File: src/rtl/b64d_pkg.sv
// Base64 decoder package: shared types for the front, queue and back stages.
// No dependencies.
package b64d_pkg;

  // one decoded unit of work: up to three bytes, then optionally a frame status item
  typedef struct packed {
    logic [2:0][7:0] bytes;   // bytes[0] goes out first
    logic [1:0]      cnt;     // number of valid bytes
    logic            done;    // frame close item follows the bytes
    logic            status;  // 1 = malformed frame
  } b64d_job_t;

  typedef struct packed {
    logic full;
    logic empty;
  } b64d_qstat_t;

endpackage

File: src/rtl/b64d_front.sv
// Base64 decoder front stage: character classification, group state, job build.
// Depends on b64d_pkg.
module b64d_front
  import b64d_pkg::*;
(
  input  logic        clk,
  input  logic        rst_n,
  input  logic        cfg_wr_en,
  input  logic        cfg_wr_data,
  input  logic        in_tvalid,
  output logic        in_tready,
  input  logic [7:0]  in_tdata,    // [7:0] char_byte
  input  logic        in_tlast,    // frame_last
  input  b64d_qstat_t q_stat,
  output logic        push,
  output b64d_job_t   job
);

  localparam logic [7:0] CHAR_PAD   = 8'h3D;
  localparam logic [5:0] SEXTET_62  = 6'd62;
  localparam logic [5:0] SEXTET_63  = 6'd63;
  localparam logic [7:0] LOWER_BASE = 8'd26;
  localparam logic [7:0] DIGIT_BASE = 8'd52;

  typedef enum logic [2:0] {
    PAD_DATA = 3'b001,
    PAD_ONE  = 3'b010,
    PAD_END  = 3'b100
  } pad_state_t;

  logic        ignore_r;
  logic [1:0]  phase_r, phase_nxt;
  logic [17:0] held_r, held_nxt;
  pad_state_t  pad_r, pad_nxt;
  logic        err_r, err_nxt;

  logic [7:0]  c;
  logic        is_sx;
  logic [5:0]  sx;
  logic        is_blank;
  logic        is_pad;
  logic        accept;
  logic        bad;

  assign c        = in_tdata;
  assign is_pad   = (c == CHAR_PAD);
  assign is_blank = (c == 8'h20) || (c >= 8'h09 && c <= 8'h0D);
  assign in_tready = !q_stat.full;
  assign accept   = in_tvalid && in_tready;

  always_comb begin
    is_sx = 1'b1;
    sx    = '0;
    if (c >= 8'h41 && c <= 8'h5A) begin
      sx = 6'(c - 8'h41);
    end else if (c >= 8'h61 && c <= 8'h7A) begin
      sx = 6'(c - 8'h61 + LOWER_BASE);
    end else if (c >= 8'h30 && c <= 8'h39) begin
      sx = 6'(c - 8'h30 + DIGIT_BASE);
    end else if (c == 8'h2B || c == 8'h2D) begin
      sx = SEXTET_62;
    end else if (c == 8'h2F || c == 8'h5F) begin
      sx = SEXTET_63;
    end else begin
      is_sx = 1'b0;
    end
  end

  always_comb begin
    phase_nxt = phase_r;
    held_nxt  = held_r;
    pad_nxt   = pad_r;
    err_nxt   = err_r;
    job       = '0;
    bad       = 1'b0;
    if (!err_r) begin
      case (pad_r)
        PAD_DATA: begin
          if (is_sx) begin
            if (phase_r == 2'd3) begin
              job.bytes[0] = held_r[17:10];
              job.bytes[1] = {held_r[9:2]};
              job.bytes[2] = {held_r[1:0], sx};
              job.cnt      = 2'd3;
              held_nxt     = '0;
              phase_nxt    = 2'd0;
            end else begin
              held_nxt  = {held_r[11:0], sx};
              phase_nxt = phase_r + 2'd1;
            end
          end else if (is_pad) begin
            if (phase_r == 2'd3) begin
              pad_nxt = PAD_END;
            end else if (phase_r == 2'd2) begin
              pad_nxt = PAD_ONE;
            end else begin
              err_nxt = 1'b1;
            end
          end else if (!is_blank && !ignore_r) begin
            err_nxt = 1'b1;
          end
        end
        PAD_ONE: begin
          if (is_pad) begin
            pad_nxt = PAD_END;
          end else if (!is_blank && !ignore_r) begin
            err_nxt = 1'b1;
          end
        end
        default: ;
      endcase
    end
    if (in_tlast) begin
      bad = err_nxt || (pad_nxt == PAD_ONE) || (phase_nxt == 2'd1);
      if (!bad) begin
        if (phase_nxt == 2'd2) begin
          job.bytes[0] = held_nxt[11:4];
          job.cnt      = 2'd1;
        end else if (phase_nxt == 2'd3) begin
          job.bytes[0] = held_nxt[17:10];
          job.bytes[1] = held_nxt[9:2];
          job.cnt      = 2'd2;
        end
      end
      job.done   = 1'b1;
      job.status = bad;
      phase_nxt  = '0;
      held_nxt   = '0;
      pad_nxt    = PAD_DATA;
      err_nxt    = 1'b0;
    end
  end

  assign push = accept && ((job.cnt != 2'd0) || job.done);

  always_ff @(posedge clk) begin
    if (!rst_n) begin
      ignore_r <= 1'b0;
      phase_r  <= '0;
      held_r   <= '0;
      pad_r    <= PAD_DATA;
      err_r    <= 1'b0;
    end else begin
      if (cfg_wr_en) begin
        ignore_r <= cfg_wr_data;
      end
      if (accept) begin
        phase_r <= phase_nxt;
        held_r  <= held_nxt;
        pad_r   <= pad_nxt;
        err_r   <= err_nxt;
      end
    end
  end

endmodule

File: src/rtl/b64d_queue.sv
// Base64 decoder job queue between front and back stages.
// Depends on b64d_pkg.
module b64d_queue
  import b64d_pkg::*;
#(
  parameter int DEPTH = 4
) (
  input  logic        clk,
  input  logic        rst_n,
  input  logic        push,
  input  b64d_job_t   wr_job,
  input  logic        pop,
  output b64d_job_t   rd_job,
  output b64d_qstat_t q_stat
);

  localparam int AW = (DEPTH > 1) ? $clog2(DEPTH) : 1;
  localparam int CW = $clog2(DEPTH + 1);

  b64d_job_t       mem [DEPTH];
  logic [AW-1:0]   wr_ptr_r, rd_ptr_r;
  logic [CW-1:0]   count_r;
  logic            do_push, do_pop;

  assign q_stat.full  = (count_r == CW'(DEPTH));
  assign q_stat.empty = (count_r == '0);
  assign do_push      = push && !q_stat.full;
  assign do_pop       = pop && !q_stat.empty;
  assign rd_job       = mem[rd_ptr_r];

  always_ff @(posedge clk) begin
    if (do_push) begin
      mem[wr_ptr_r] <= wr_job;
    end
  end

  always_ff @(posedge clk) begin
    if (!rst_n) begin
      wr_ptr_r <= '0;
      rd_ptr_r <= '0;
      count_r  <= '0;
    end else begin
      if (do_push) begin
        wr_ptr_r <= (wr_ptr_r == AW'(DEPTH - 1)) ? '0 : wr_ptr_r + 1'b1;
      end
      if (do_pop) begin
        rd_ptr_r <= (rd_ptr_r == AW'(DEPTH - 1)) ? '0 : rd_ptr_r + 1'b1;
      end
      if (do_push && !do_pop) begin
        count_r <= count_r + 1'b1;
      end else if (do_pop && !do_push) begin
        count_r <= count_r - 1'b1;
      end
    end
  end

endmodule

File: src/rtl/b64d_back.sv
// Base64 decoder back stage: expands jobs into result items, one per cycle unless the output stalls.
// Depends on b64d_pkg.
module b64d_back
  import b64d_pkg::*;
(
  input  logic        clk,
  input  logic        rst_n,
  input  b64d_qstat_t q_stat,
  input  b64d_job_t   head,
  output logic        pop,
  output logic        out_tvalid,
  input  logic        out_tready,
  output logic [7:0]  out_tdata,   // [7:0] data_byte
  output logic [2:0]  out_tuser,   // [0] has_byte, [1] frame_done, [2] status
  output logic        out_tlast    // run_last
);

  logic       busy_r;
  b64d_job_t  job_r;
  logic [1:0] idx_r;
  logic       out_tvalid_r;
  logic [7:0] out_tdata_r;
  logic [2:0] out_tuser_r;
  logic       out_tlast_r;

  logic [2:0] total;
  logic       has;
  logic       item_last;
  logic       load_out;

  assign total     = {1'b0, job_r.cnt} + {2'b0, job_r.done};
  assign has       = (idx_r < job_r.cnt);
  assign item_last = (({1'b0, idx_r} + 3'd1) == total);
  assign load_out  = busy_r && (!out_tvalid_r || out_tready);
  assign pop       = !q_stat.empty && (!busy_r || (load_out && item_last));

  always_ff @(posedge clk) begin
    if (!rst_n) begin
      busy_r       <= 1'b0;
      idx_r        <= '0;
      out_tvalid_r <= 1'b0;
    end else begin
      if (!out_tvalid_r || out_tready) begin
        out_tvalid_r <= busy_r;
      end
      if (pop) begin
        busy_r <= 1'b1;
        idx_r  <= '0;
      end else if (load_out) begin
        if (item_last) begin
          busy_r <= 1'b0;
          idx_r  <= '0;
        end else begin
          idx_r <= idx_r + 2'd1;
        end
      end
    end
  end

  always_ff @(posedge clk) begin
    if (pop) begin
      job_r <= head;
    end
    if (load_out) begin
      out_tdata_r <= has ? job_r.bytes[idx_r] : 8'h00;
      out_tuser_r <= {job_r.status && !has, !has, has};
      out_tlast_r <= item_last;
    end
  end

  assign out_tvalid = out_tvalid_r;
  assign out_tdata  = out_tdata_r;
  assign out_tuser  = out_tuser_r;
  assign out_tlast  = out_tlast_r;

endmodule

File: src/rtl/base64_decoder_validating.sv
// Validating Base64 decoder, top level: front stage, job queue, back stage.
// Depends on b64d_pkg, b64d_front, b64d_queue, b64d_back.
//
// Input stream: one ASCII character per transfer in in_tdata, in_tlast on the
// frame's final character. Standard and URL alphabets are both accepted;
// whitespace is skipped, '=' padding closes the data section.
// Output stream: one result per transfer. out_tdata is a decoded byte when
// out_tuser[0] is set; the frame's final result is a status item with
// out_tuser[1] set and out_tuser[2] = 1 for malformed input. out_tlast marks
// the last result caused by one input character.
// cfg_wr_en/cfg_wr_data write ignore_garbage; write only while idle.
// A character's job passes the job queue and the back stage's job register
// before its first result is registered. Input takes one character per cycle
// while the job queue (QUEUE_DEPTH entries) has room; output gives one result
// per cycle while the receiver is ready, 3 results for a group (3 bytes).
// Reset clears all frame state and ignore_garbage; no result is pending after.
// When the receiver stalls, results hold in the output register, the queue
// fills and in_tready drops.
module base64_decoder_validating
  import b64d_pkg::*;
#(
  parameter int QUEUE_DEPTH = 4
) (
  input  logic       clk,
  input  logic       rst_n,
  input  logic       cfg_wr_en,
  input  logic       cfg_wr_data,
  input  logic       in_tvalid,
  output logic       in_tready,
  input  logic [7:0] in_tdata,    // [7:0] char_byte
  input  logic       in_tlast,    // frame_last
  output logic       out_tvalid,
  input  logic       out_tready,
  output logic [7:0] out_tdata,   // [7:0] data_byte
  output logic [2:0] out_tuser,   // [0] has_byte, [1] frame_done, [2] status
  output logic       out_tlast    // run_last
);

  b64d_qstat_t q_stat;
  b64d_job_t   wr_job, rd_job;
  logic        push, pop;

  b64d_front u_front (
    .clk         (clk),
    .rst_n       (rst_n),
    .cfg_wr_en   (cfg_wr_en),
    .cfg_wr_data (cfg_wr_data),
    .in_tvalid   (in_tvalid),
    .in_tready   (in_tready),
    .in_tdata    (in_tdata),
    .in_tlast    (in_tlast),
    .q_stat      (q_stat),
    .push        (push),
    .job         (wr_job)
  );

  b64d_queue #(
    .DEPTH (QUEUE_DEPTH)
  ) u_queue (
    .clk    (clk),
    .rst_n  (rst_n),
    .push   (push),
    .wr_job (wr_job),
    .pop    (pop),
    .rd_job (rd_job),
    .q_stat (q_stat)
  );

  b64d_back u_back (
    .clk        (clk),
    .rst_n      (rst_n),
    .q_stat     (q_stat),
    .head       (rd_job),
    .pop        (pop),
    .out_tvalid (out_tvalid),
    .out_tready (out_tready),
    .out_tdata  (out_tdata),
    .out_tuser  (out_tuser),
    .out_tlast  (out_tlast)
  );

`ifndef SYNTHESIS
  a_no_push_full: assert property (@(posedge clk) disable iff (!rst_n)
    push |-> !q_stat.full)
    else $error("job pushed into full queue");

  a_no_pop_empty: assert property (@(posedge clk) disable iff (!rst_n)
    pop |-> !q_stat.empty)
    else $error("job popped from empty queue");

  a_status_item: assert property (@(posedge clk) disable iff (!rst_n)
    (out_tvalid && !out_tuser[0]) |-> (out_tuser[1] && out_tlast && out_tdata == 8'h00))
    else $error("status item without frame close, run end or zero data");

  a_byte_item: assert property (@(posedge clk) disable iff (!rst_n)
    (out_tvalid && out_tuser[0]) |-> (!out_tuser[1] && !out_tuser[2]))
    else $error("byte item carries frame status");
`endif

endmodule

File: config.mk
export PLATFORM = sky130hd
export DESIGN_NAME = base64_decoder_validating
export DESIGN_NICKNAME = d
export VERILOG_FILES = /design/src/rtl/b64d_pkg.sv /design/src/rtl/b64d_front.sv /design/src/rtl/b64d_queue.sv /design/src/rtl/b64d_back.sv /design/src/rtl/base64_decoder_validating.sv
export SDC_FILE = /design/constraint.sdc
export NUM_CORES = 1
export LEC_CHECK = 0
export BUFFER_PORTS_ARGS = -buffer_cell sky130_fd_sc_hd__buf_4
export CELL_PAD_IN_SITES_DETAIL_PLACEMENT = 1
export CELL_PAD_IN_SITES_GLOBAL_PLACEMENT = 1
export CORE_ASPECT_RATIO = 1.25
export CORE_UTILIZATION = 40
export CTS_CLUSTER_SIZE = 28
export DETAILED_ROUTE_END_ITERATION = 10
export PLACE_DENSITY_LB_ADDON = 0.1
export REMOVE_ABC_BUFFERS = 1
export SETUP_SLACK_MARGIN = 0.3
export SLEW_MARGIN = 20
export SYNTH_ARGS = -nofsm -noshare
export SYNTH_HDL_FRONTEND = slang
export SYNTH_HIERARCHICAL = 1
export SYNTH_SLANG_ARGS = --single-unit
export TNS_END_PERCENT = 100
File: constraint.sdc
create_clock -name clk -period 4.7 [get_ports clk]
set_input_delay 0.235 -clock clk [delete_from_list [all_inputs] [get_ports clk]]
set_output_delay 0.235 -clock clk [all_outputs]
set_load 0.01 [all_outputs]
==> summary.md, run 1 <==
| Metric | Value |
|---|---|
| Post-synth ARST share | 0 |
| Tot Pwr | 4800 µW |
| Pin count of the biggest net entering global routing | 42 |
| Clk pwr share | 0.323 |
| DR DRC count | 0 |
| Grt ovf | 0 |
| Drt pass-1 iters | 4 |
| Mux share of post-synthesis cell area | 0.0910 |
| Main synth FF type | edfxtp_1 |
| Fin. max-slew vios | 0 |
| GRT Util Overall | 0.188 |
| Pleak | approximately 0.0034 µW |
| RSZ-0062 raised after global routing | false |
| Number of global-route vias before repair | roughly 5800 |
| CP arrival | roughly 3.8 ns |
| Post-synthesis instance area | between 0.008 and 0.009 mm² |
| Net switching power | between 1000 and 1500 µW |
| Clock sinks | 190 |
| Die Wd | 135 µm |
| Endpoint type of the worst setup path | flop |
| Synth area leaders | edfxtp_1 52%, dfxtp_1 8.6%, mux4_2 5.1% |
| Fin Hold WS | around 0.062 ns |
| Status | completed |
| Core footprint | ~0.022 mm² |
| Port Buffers | 28 |
| Antenna Violating Nets Remaining | 0 |
| Fraction of layout cells with a size suffix above 1 | 0.178 |
| Req. time, crit path | between 5 and 6 ns |
| Routed wire length | just under 20 mm |
| Clk buf depth | 2 |
| Root buffer cell | clkbuf_16 |
| Post-synthesis adder-cell area fraction | 0.0350 |
| CP Max Fanout | 10 |
| Fin. Hold Viols | 0 |
| Synth Instances | 640 |
| Int Pwr | between 3000 and 4000 µW |
| Worst-margin pin slew | a little over 1 ns |
| Switch share | 0.271 |
| Fillcell total | between 2000 and 2500 |
| Class of the worst hold path | input port to flop |
| Std cell rows | 60 |
| Yosys top cell area share | 0.519 |
| Crit start category | input port |
| Simple-gate share of the synthesized area | 0.115 |
| Final Skew | a little under 0.008 ns |
| Die height | ~170 µm |
| Die area | 0.0226 mm² |
| Post-CTS Setup Inserts | 0 |
| Syn Area/Cell | ~14 µm² |
| Clock-pin slew on the worst setup and hold paths | 0.07 ns |
| CP Class | input port to flop |
| Nets | around 710 |
| Warnings from Yosys | 6 |
| Starting DRT DRC Count | 259 |
| CTS Hold Bufs | 0 |
| DP Wirelength | around 14 mm |
| Initial antenna violation count | 0 |
| Vias per cell | 5.52 |
| CTS buffer count | 17 |
| Synth Area in Compound Gates | 0.115 |
| Fin crit share | 0.729 |
| Maximum VDD drop | between 200 and 300 µV |
| Seq pwr share | 0.471 |
| Setup Viol. Count Final | 0 |
| First-pass GRT wire length | between 30 and 40 mm |
| Clock latency on the worst-skew pair | 0.43 ns |
| Netlist cell types | 81 |
| Layout area overhead | 12.9% |
| Comb pwr share | 0.206 |
| Wirelength per Cell | 20.4 µm |
| Initial Utilization | 0.408 |
| CTS tree | done |
| Largest family of logic cells by synthesized area | simple AND/OR/NAND/NOR gates |
| Crit path time final | between 3 and 4 ns |
| EDFF count, synth | 152 |
| FMAX | 292 MHz |
| Hold depth | 3 |
| Synth Area in XOR/XNOR | 0.00597 |
| Slew headroom | 0.299 |
| Setup TNS | 0 ns |
| R2r worst-path depth | 9 |
| Post-Place Cells | approximately 930 |
| Cell taking the most area after synthesis | edfxtp_1 |
| Post-synthesis sequential area ratio | 0.605 |
| Ant. Diodes | 0 |
| Resized Gates After CTS | 0 |
| H-tree levels | 4 |
| Via count | 5336 |
| Max_cap viols | 0 |
| Placer Congestion | between 0.8 and 0.9 |
| Boundary Pins | 29 |
| Synth Register Bits | 190 |
| Final instance count without filler cells | ~970 |
| P per Cell Area | around 480 mW/mm² |
## state kept, by name (all words and copies together) (netlist names), named ones only
signal	cells
u_back/busy_r	1
u_back/idx_r	2
u_back/job_r	28
u_back/out_tdata	8
u_back/out_tlast	1
u_back/out_tuser	3
u_back/out_tvalid	1
u_front/err_r	1
u_front/held_r	18
u_front/ignore_r	1
u_front/pad_r	3
u_front/phase_r	2
u_queue/count_r	3
u_queue/mem	112
u_queue/rd_ptr_r	2
u_queue/wr_ptr_r	2
## per-layer routing
metal / part of all wire / routed length [µm] / up-vias / GRT usage
li1: - / - / 2526 / -
met1: 0.42 / 8210 / 2700 / 0.218
met2: 0.54 / 10600 / 86 / 0.342
met3: 0.028 / 554 / 24 / 0.0304
met4: 0.018 / 363 / 0 / 0.0738
met5: 0 / 0 / - / 0
## worst max-delay path, stage by stage
cell and delay (ns):
buf_4 0.13, inv_1 0.14, ha_1 0.29, nor2b_1 0.16
o31ai_2 0.34, o21a_1 0.41, o311ai_1 0.18, a21oi_1 0.17
nor2b_1 0.41, ha_1 0.26, inv_1 0.06, fa_1 0.37
xor2_1 0.16, or3_1 0.32, a21boi_0 0.16
## cells in the mapped netlist (4+ instances only)
library cell    n
a21oi_1        21
a22oi_1        12
a311oi_1        4
a31oi_1         9
and2_1         22
buf_2           8
buf_4           4
clkbuf_1       10
dfxtp_1        38
edfxtp_1      152
ha_1           23
inv_1          30
mux2i_1        14
mux4_1          8
mux4_2         20
nand2_1        49
nand2b_1       11
nand3_1        12
nand4_1         6
nor2_1         31
nor2b_1        19
nor3_1         10
o211ai_1        4
o21ai_0        11
o22ai_1        10
o2bb2ai_1       5
o311ai_0        4
o31ai_1         7
or2_2           8
or3_1           6
## through the flow
stage,worst slack [ns],area [µm²],utilization
after CTS,1.25,9930,0.461
after global placement,0.946,9300,0.431
after detailed placement,0.801,9300,0.431
final,1.27,9930,0.461
after global routing,0.990,9930,0.461
after floorplan,0.403,8630,-
## cell type report
type / instances / area (µm²) / area share
clock buffer: 21 / 460 / 0.0464
clock inverter: 11 / 178 / 0.0179
inverter: 31 / 116 / 0.0117
multi-input combinational: 392 / 3190 / 0.321
sequential: 190 / 5330 / 0.536
tap: 279 / 349 / 0.0351
timing repair buffer: 42 / 315 / 0.0317
## cells by family after synthesis
family          count (synthesis)
simple gates                  190
xor+xnor                        6
buf+inv                        58
compound gates                130
fa+ha+maj                      24
flops                         190
mux                            42
## cell usage in the layout, fill, tap and decap left out, types with 20 or more instances in the layout
cell,synthesis,routed
ha_1,23,23
nor2_1,31,30
inv_1,30,30
buf_4,4,42
nand2_1,49,49
dfxtp_1,38,37
mux4_2,20,20
a21oi_1,21,21
and2_1,22,22
edfxtp_1,152,152
## power groups by stage
| stage | sequential, µW | combinational (µW) | clock, µW |
|---|---|---|---|
| 2_1_floorplan | 2340 | 587 | 0 |
| 3_3_place_gp | 2290 | 995 | 0 |
| 3_5_place_dp | 2310 | 1020 | 0 |
| 4_1_cts | 2270 | 1020 | 1580 |
| 5_1_grt | 2290 | 1100 | 1640 |
| 6_report | 2260 | 991 | 1550 |
## final timing paths
| path | from | to | slack [ns] |
|---|---|---|---|
| worst min-delay path | cfg_wr_data | u_front/ignore_r$_SDFFE_PN0P_ | 0.06 |
| worst min register to register | u_queue/wr_ptr_r[1]$_SDFFE_PN0P_ | u_queue/wr_ptr_r[1]$_SDFFE_PN0P_ | 0.52 |
| worst max-delay path | in_tdata[2] | u_queue/count_r[2]$_SDFFE_PN0P_ | 1.27 |
| worst max register to register | u_front/phase_r[0]$_SDFFE_PN0P_ | u_queue/mem[0][17]$_DFFE_PP_ | 1.36 |
(Power assumes the default switching activity.)
==> run 2: changes to the inputs <==
Settings changed: ABC_AREA from default to 1.
Clock period 4.7 ns to 2.8 ns, I/O delays scaled along.
==> summary.md, run 2 <==
| Metric | Value |
|---|---|
| CP Max Fanout | 3 (-7) |
| Synth Instances | 998 (+56%) |
| RR Endpoint | u_queue/count_r[1]$_SDFFE_PN0P_ |
| Net switching power | 3230 µW (+150%) |
| Worst-margin pin slew | 0.989 ns (-0.0484 ns) |
| Placer Congestion | 0.812 (-3.5%) |
| EDFF count, synth | 152 (unchanged) |
| Initial Utilization | 0.406 (-0.00230) |
| Yosys top cell area share | 0.491 (-0.0276) |
| Slew headroom | 0.341 (+0.0420) |
| Clock sinks | 190 (unchanged) |
| Req. time, crit path | 3.14 ns (-1.92 ns) |
| Wirelength per Cell | 17.3 µm (-16%) |
| Fin crit share | 0.850 |
| Main synth FF type | edfxtp_1 |
| Status | complete, but fails checks |
| Die height | 172 µm (+2.7%) |
| Storage cell area | 0.00533 mm² (about the same) |
| Initial antenna violation count | 0 (unchanged) |
| Fin. max-slew vios | 0 (unchanged) |
| Int Pwr | 6170 µW (+76%) |
| Post-synthesis instance area | 0.00930 mm² (+5.6%) |
| Port Buffers | 28 (unchanged) |
| Count leader, synth | nand2_1 |
| Fraction of layout cells with a size suffix above 1 | 0.177 (-0.00106) |
| H-tree levels | 4 (unchanged) |
| Crit start category | flop |
| RSZ-0062 raised after global routing | false |
| Largest Register | u_queue/mem |
| Clock-pin slew on the worst setup and hold paths | 0.07 ns (about the same) |
| Commonest cells after routing, fill and taps aside | 225 x nand2_1, 152 x edfxtp_1, 124 x nor2_1, 88 x buf_4, 67 x inv_1 |
| Syn Area/Cell | 9.31 µm² (-32%) |
| Root buffer cell | clkbuf_16 |
| Vias per cell | 5.14 (-6.9%) |
| Netlist cell types | 38 (-53%) |
| Grt ovf | 0 (unchanged) |
| Warnings from Yosys | 6 (unchanged) |
| Setup TNS | 0 ns (unchanged) |
| Setup Viol. Count Final | 0 (unchanged) |
| CP max-delay cell | edfxtp_1 |
| CTS tree | done |
| Critical path origin | u_back/job_r[2]$_DFFE_PP_ |
| Number of global-route vias before repair | 7330 (+26%) |
| Comb pwr share | 0.325 (+0.119) |
| Final core utilization | 0.474 (+0.0133) |
| Post-synthesis sequential area ratio | 0.573 (-0.0322) |
| Crit-path cells | ha_4 > ha_4 > xnor2_2 > nand4_1 > nand2_2 > nand2_2 > inv_2 > nand2_4 > ha_4 > inv_4 > fa_2 > o21ai_2 > nor2_1 |
| Endpoint type of the worst setup path | flop |
| FMAX | roughly 420 MHz |
| Maximum VDD drop | 399 µV (+51%) |
| Fin Hold WS | 0.00233 ns (-0.0598 ns) |
| Post-synth ARST share | 0 (unchanged) |
| Post-Place Cells | 1329 (+42%) |
| Layout area overhead | 16.8% |
| Most common cell after layout, fill and taps aside | nand2_1 |
| Synth area leaders | edfxtp_1 49%, nand2_1 9.3%, dfxtp_1 8.2% |
| Switch share | 0.343 (+0.0724) |
| Clock latency on the worst-skew pair | 0.44 ns (about the same) |
| Seq pwr share | 0.423 (-0.048) |
| Tot Pwr | 9400 µW (+96%) |
| Via count | 7043 (+32%) |
| Final instance count without filler cells | 1370 (+42%) |
| Failing checks | design-rule violations |
| Pleak | 0.00428 µW (+26%) |
| Cell taking the most area after synthesis | edfxtp_1 |
| Routed wire length | 23.6 mm (+20%) |
| Clk pwr share | 0.252 (-0.071) |
| WP buf/inv | 2 (-1) |
| Top cells by count, synth | 230 x nand2_1, 152 x edfxtp_1, 128 x nor2_1, 73 x inv_1, 67 x o21ai_0 |
| Die area | 0.0239 mm² (+5.5%) |
| Std cell rows | 62 (+3.3%) |
| WHS Endpoint | u_queue/count_r[1]$_SDFFE_PN0P_ |
| First-pass GRT wire length | 38.1 mm (+20%) |
| Synth Register Bits | 190 (unchanged) |
| Die Wd | 138 µm (+2.7%) |
| Reg-to-Reg Start | u_back/job_r[2]$_DFFE_PP_ |
| Multi-input logic area | 0.00346 mm² (+8.5%) |
| CTS buffer count | 17 (unchanged) |
| Fin. Hold Viols | 0 (unchanged) |
| R2r worst-path depth | 13 (+4) |
| Ant. Diodes | 0 (unchanged) |
| Antenna Violating Nets Remaining | 0 (unchanged) |
| DR DRC count | 10 (+10) |
| Top flop regs | u_queue/mem (112), u_back/job_r (28), u_front/held_r (18) |
| Reg2reg setup slack | 0.42 ns (-0.94 ns) |
| DP Wirelength | 16.8 mm (+19%) |
| Final Skew | 0.0135 ns (+0.00562 ns) |
| Drt pass-1 iters | 7 (+3) |
| Class of the worst hold path | input port to flop |
| P per Cell Area | 866 mW/mm² (+79%) |
| Hold path startpoint | rst_n |
| Crit path time final | 2.38 ns |
| Pin count of the biggest net entering global routing | 57 (+36%) |
| GRT Util Overall | 0.209 (+0.0216) |
| Clk buf depth | 2 (unchanged) |
| Most used cell, CP | ha_4 |
| Max_cap viols | 0 (unchanged) |
| Hold depth | 3 (unchanged) |
| Core footprint | 0.0229 mm² (+6.2%) |
| Max incr delay on CP | 0.43 ns (+0.02 ns) |
| Top delay family on crit path | adder cells |
| Largest register FFs | 112 (unchanged) |
| CP arrival | 2.72 ns (-1.07 ns) |
| Boundary Pins | 29 (unchanged) |
| Nets | 1108 (+55%) |
| Starting DRT DRC Count | 330 (+27%) |
| CP Class | flop to flop |
| Fillcell total | 2664 (+23%) |
[run 2: cell count changes after synthesis, moves of 19 or more]
cell | previous run | this run
a21oi_1 | 21 | 45
and2_1 | 22 | 0
inv_1 | 30 | 73
mux4_2 | 20 | 0
nand2_1 | 49 | 230
nand3_1 | 12 | 56
nor2_1 | 31 | 128
nor2b_1 | 19 | 0
o21ai_0 | 11 | 67
o21ai_1 | 3 | 22
o22ai_1 | 10 | 31
[run 2: metal layers]
layer,GRT usage,share of wire,vias to the layer above
met3,0.0324,0.019,33
met2,0.395,0.54,74
met4,0.0874,0.024,0
li1,-,-,3519
met5,0,0,-
met1,0.236,0.42,3417
[run 2: how the worst max path moves through the flow]
stage,end,slack (ns),depth (start not counted)
finish,u_queue/count_r[1]$_SDFFE_PN0P_,0.42,13
global route,u_queue/count_r[2]$_SDFFE_PN0P_,0.30,17
CTS,u_queue/count_r[2]$_SDFFE_PN0P_,0.32,19
detailed placement,u_queue/count_r[2]$_SDFFE_PN0P_,-0.11,24
global placement,u_queue/count_r[2]$_SDFFE_PN0P_,0.01,24
floorplan,u_queue/mem[0][0]$_DFFE_PP_,-1.13,15
[run 2: kinds of logic after synthesis]
logic type / after synthesis / synth area share
AND/OR/NAND/NOR: 470 / 0.220
adder cells (fa/ha/maj): 24 / 0.0331
XOR/XNOR: 9 / 0.00848
flip-flops: 190 / 0.573
buffers and inverters: 134 / 0.0670
AO/OA/AOI/OAI: 171 / 0.0988
[run 2: repair_timing]
item | 4_1_cts | 5_1_grt
gates resized for setup | 17 | 15
cloned | 0 | 0
setup endpoints to repair | 2 | 26
setup buffers | 3 | 3
endpoints found under the hold margin | 2 | 0
hold buffers | 3 | 0
pin swaps | 6 | 7
[run 2: final cells by class]
class,instances,share of cell area
Sequential cell,190,0.491
Clock inverter,13,0.0127
Timing Repair Buffer,96,0.0728
Inverter,90,0.0318
Multi-Input combinational cell,674,0.319
Clock buffer,19,0.0399
Tap cell,288,0.0332
[run 2: power groups by stage]
| stage | Combinational (µW) | Sequential, µW | Clock [µW] |
|---|---|---|---|
| floorplan | 1620 | 4100 | 0 |
| detailed placement | 2880 | 4020 | 0 |
| CTS | 3000 | 3970 | 2420 |
| finish | 3060 | 3970 | 2370 |
| global route | 3400 | 4020 | 2520 |
| global placement | 2820 | 4000 | 0 |
[run 2: through the flow]
stage / setup WS (ns) / instance area (µm²)
after detailed placement: -0.114 / 10100
after CTS: 0.322 / 10800
after global placement: 0.0129 / 10100
after floorplan: -1.13 / 9010
after global routing: 0.297 / 10900
final: 0.420 / 10900
[run 2: tightest hold or removal path: stages]
cell and delay (ns):
buf_4 0.16, o21ai_2 0.06, nor2_1 0.03
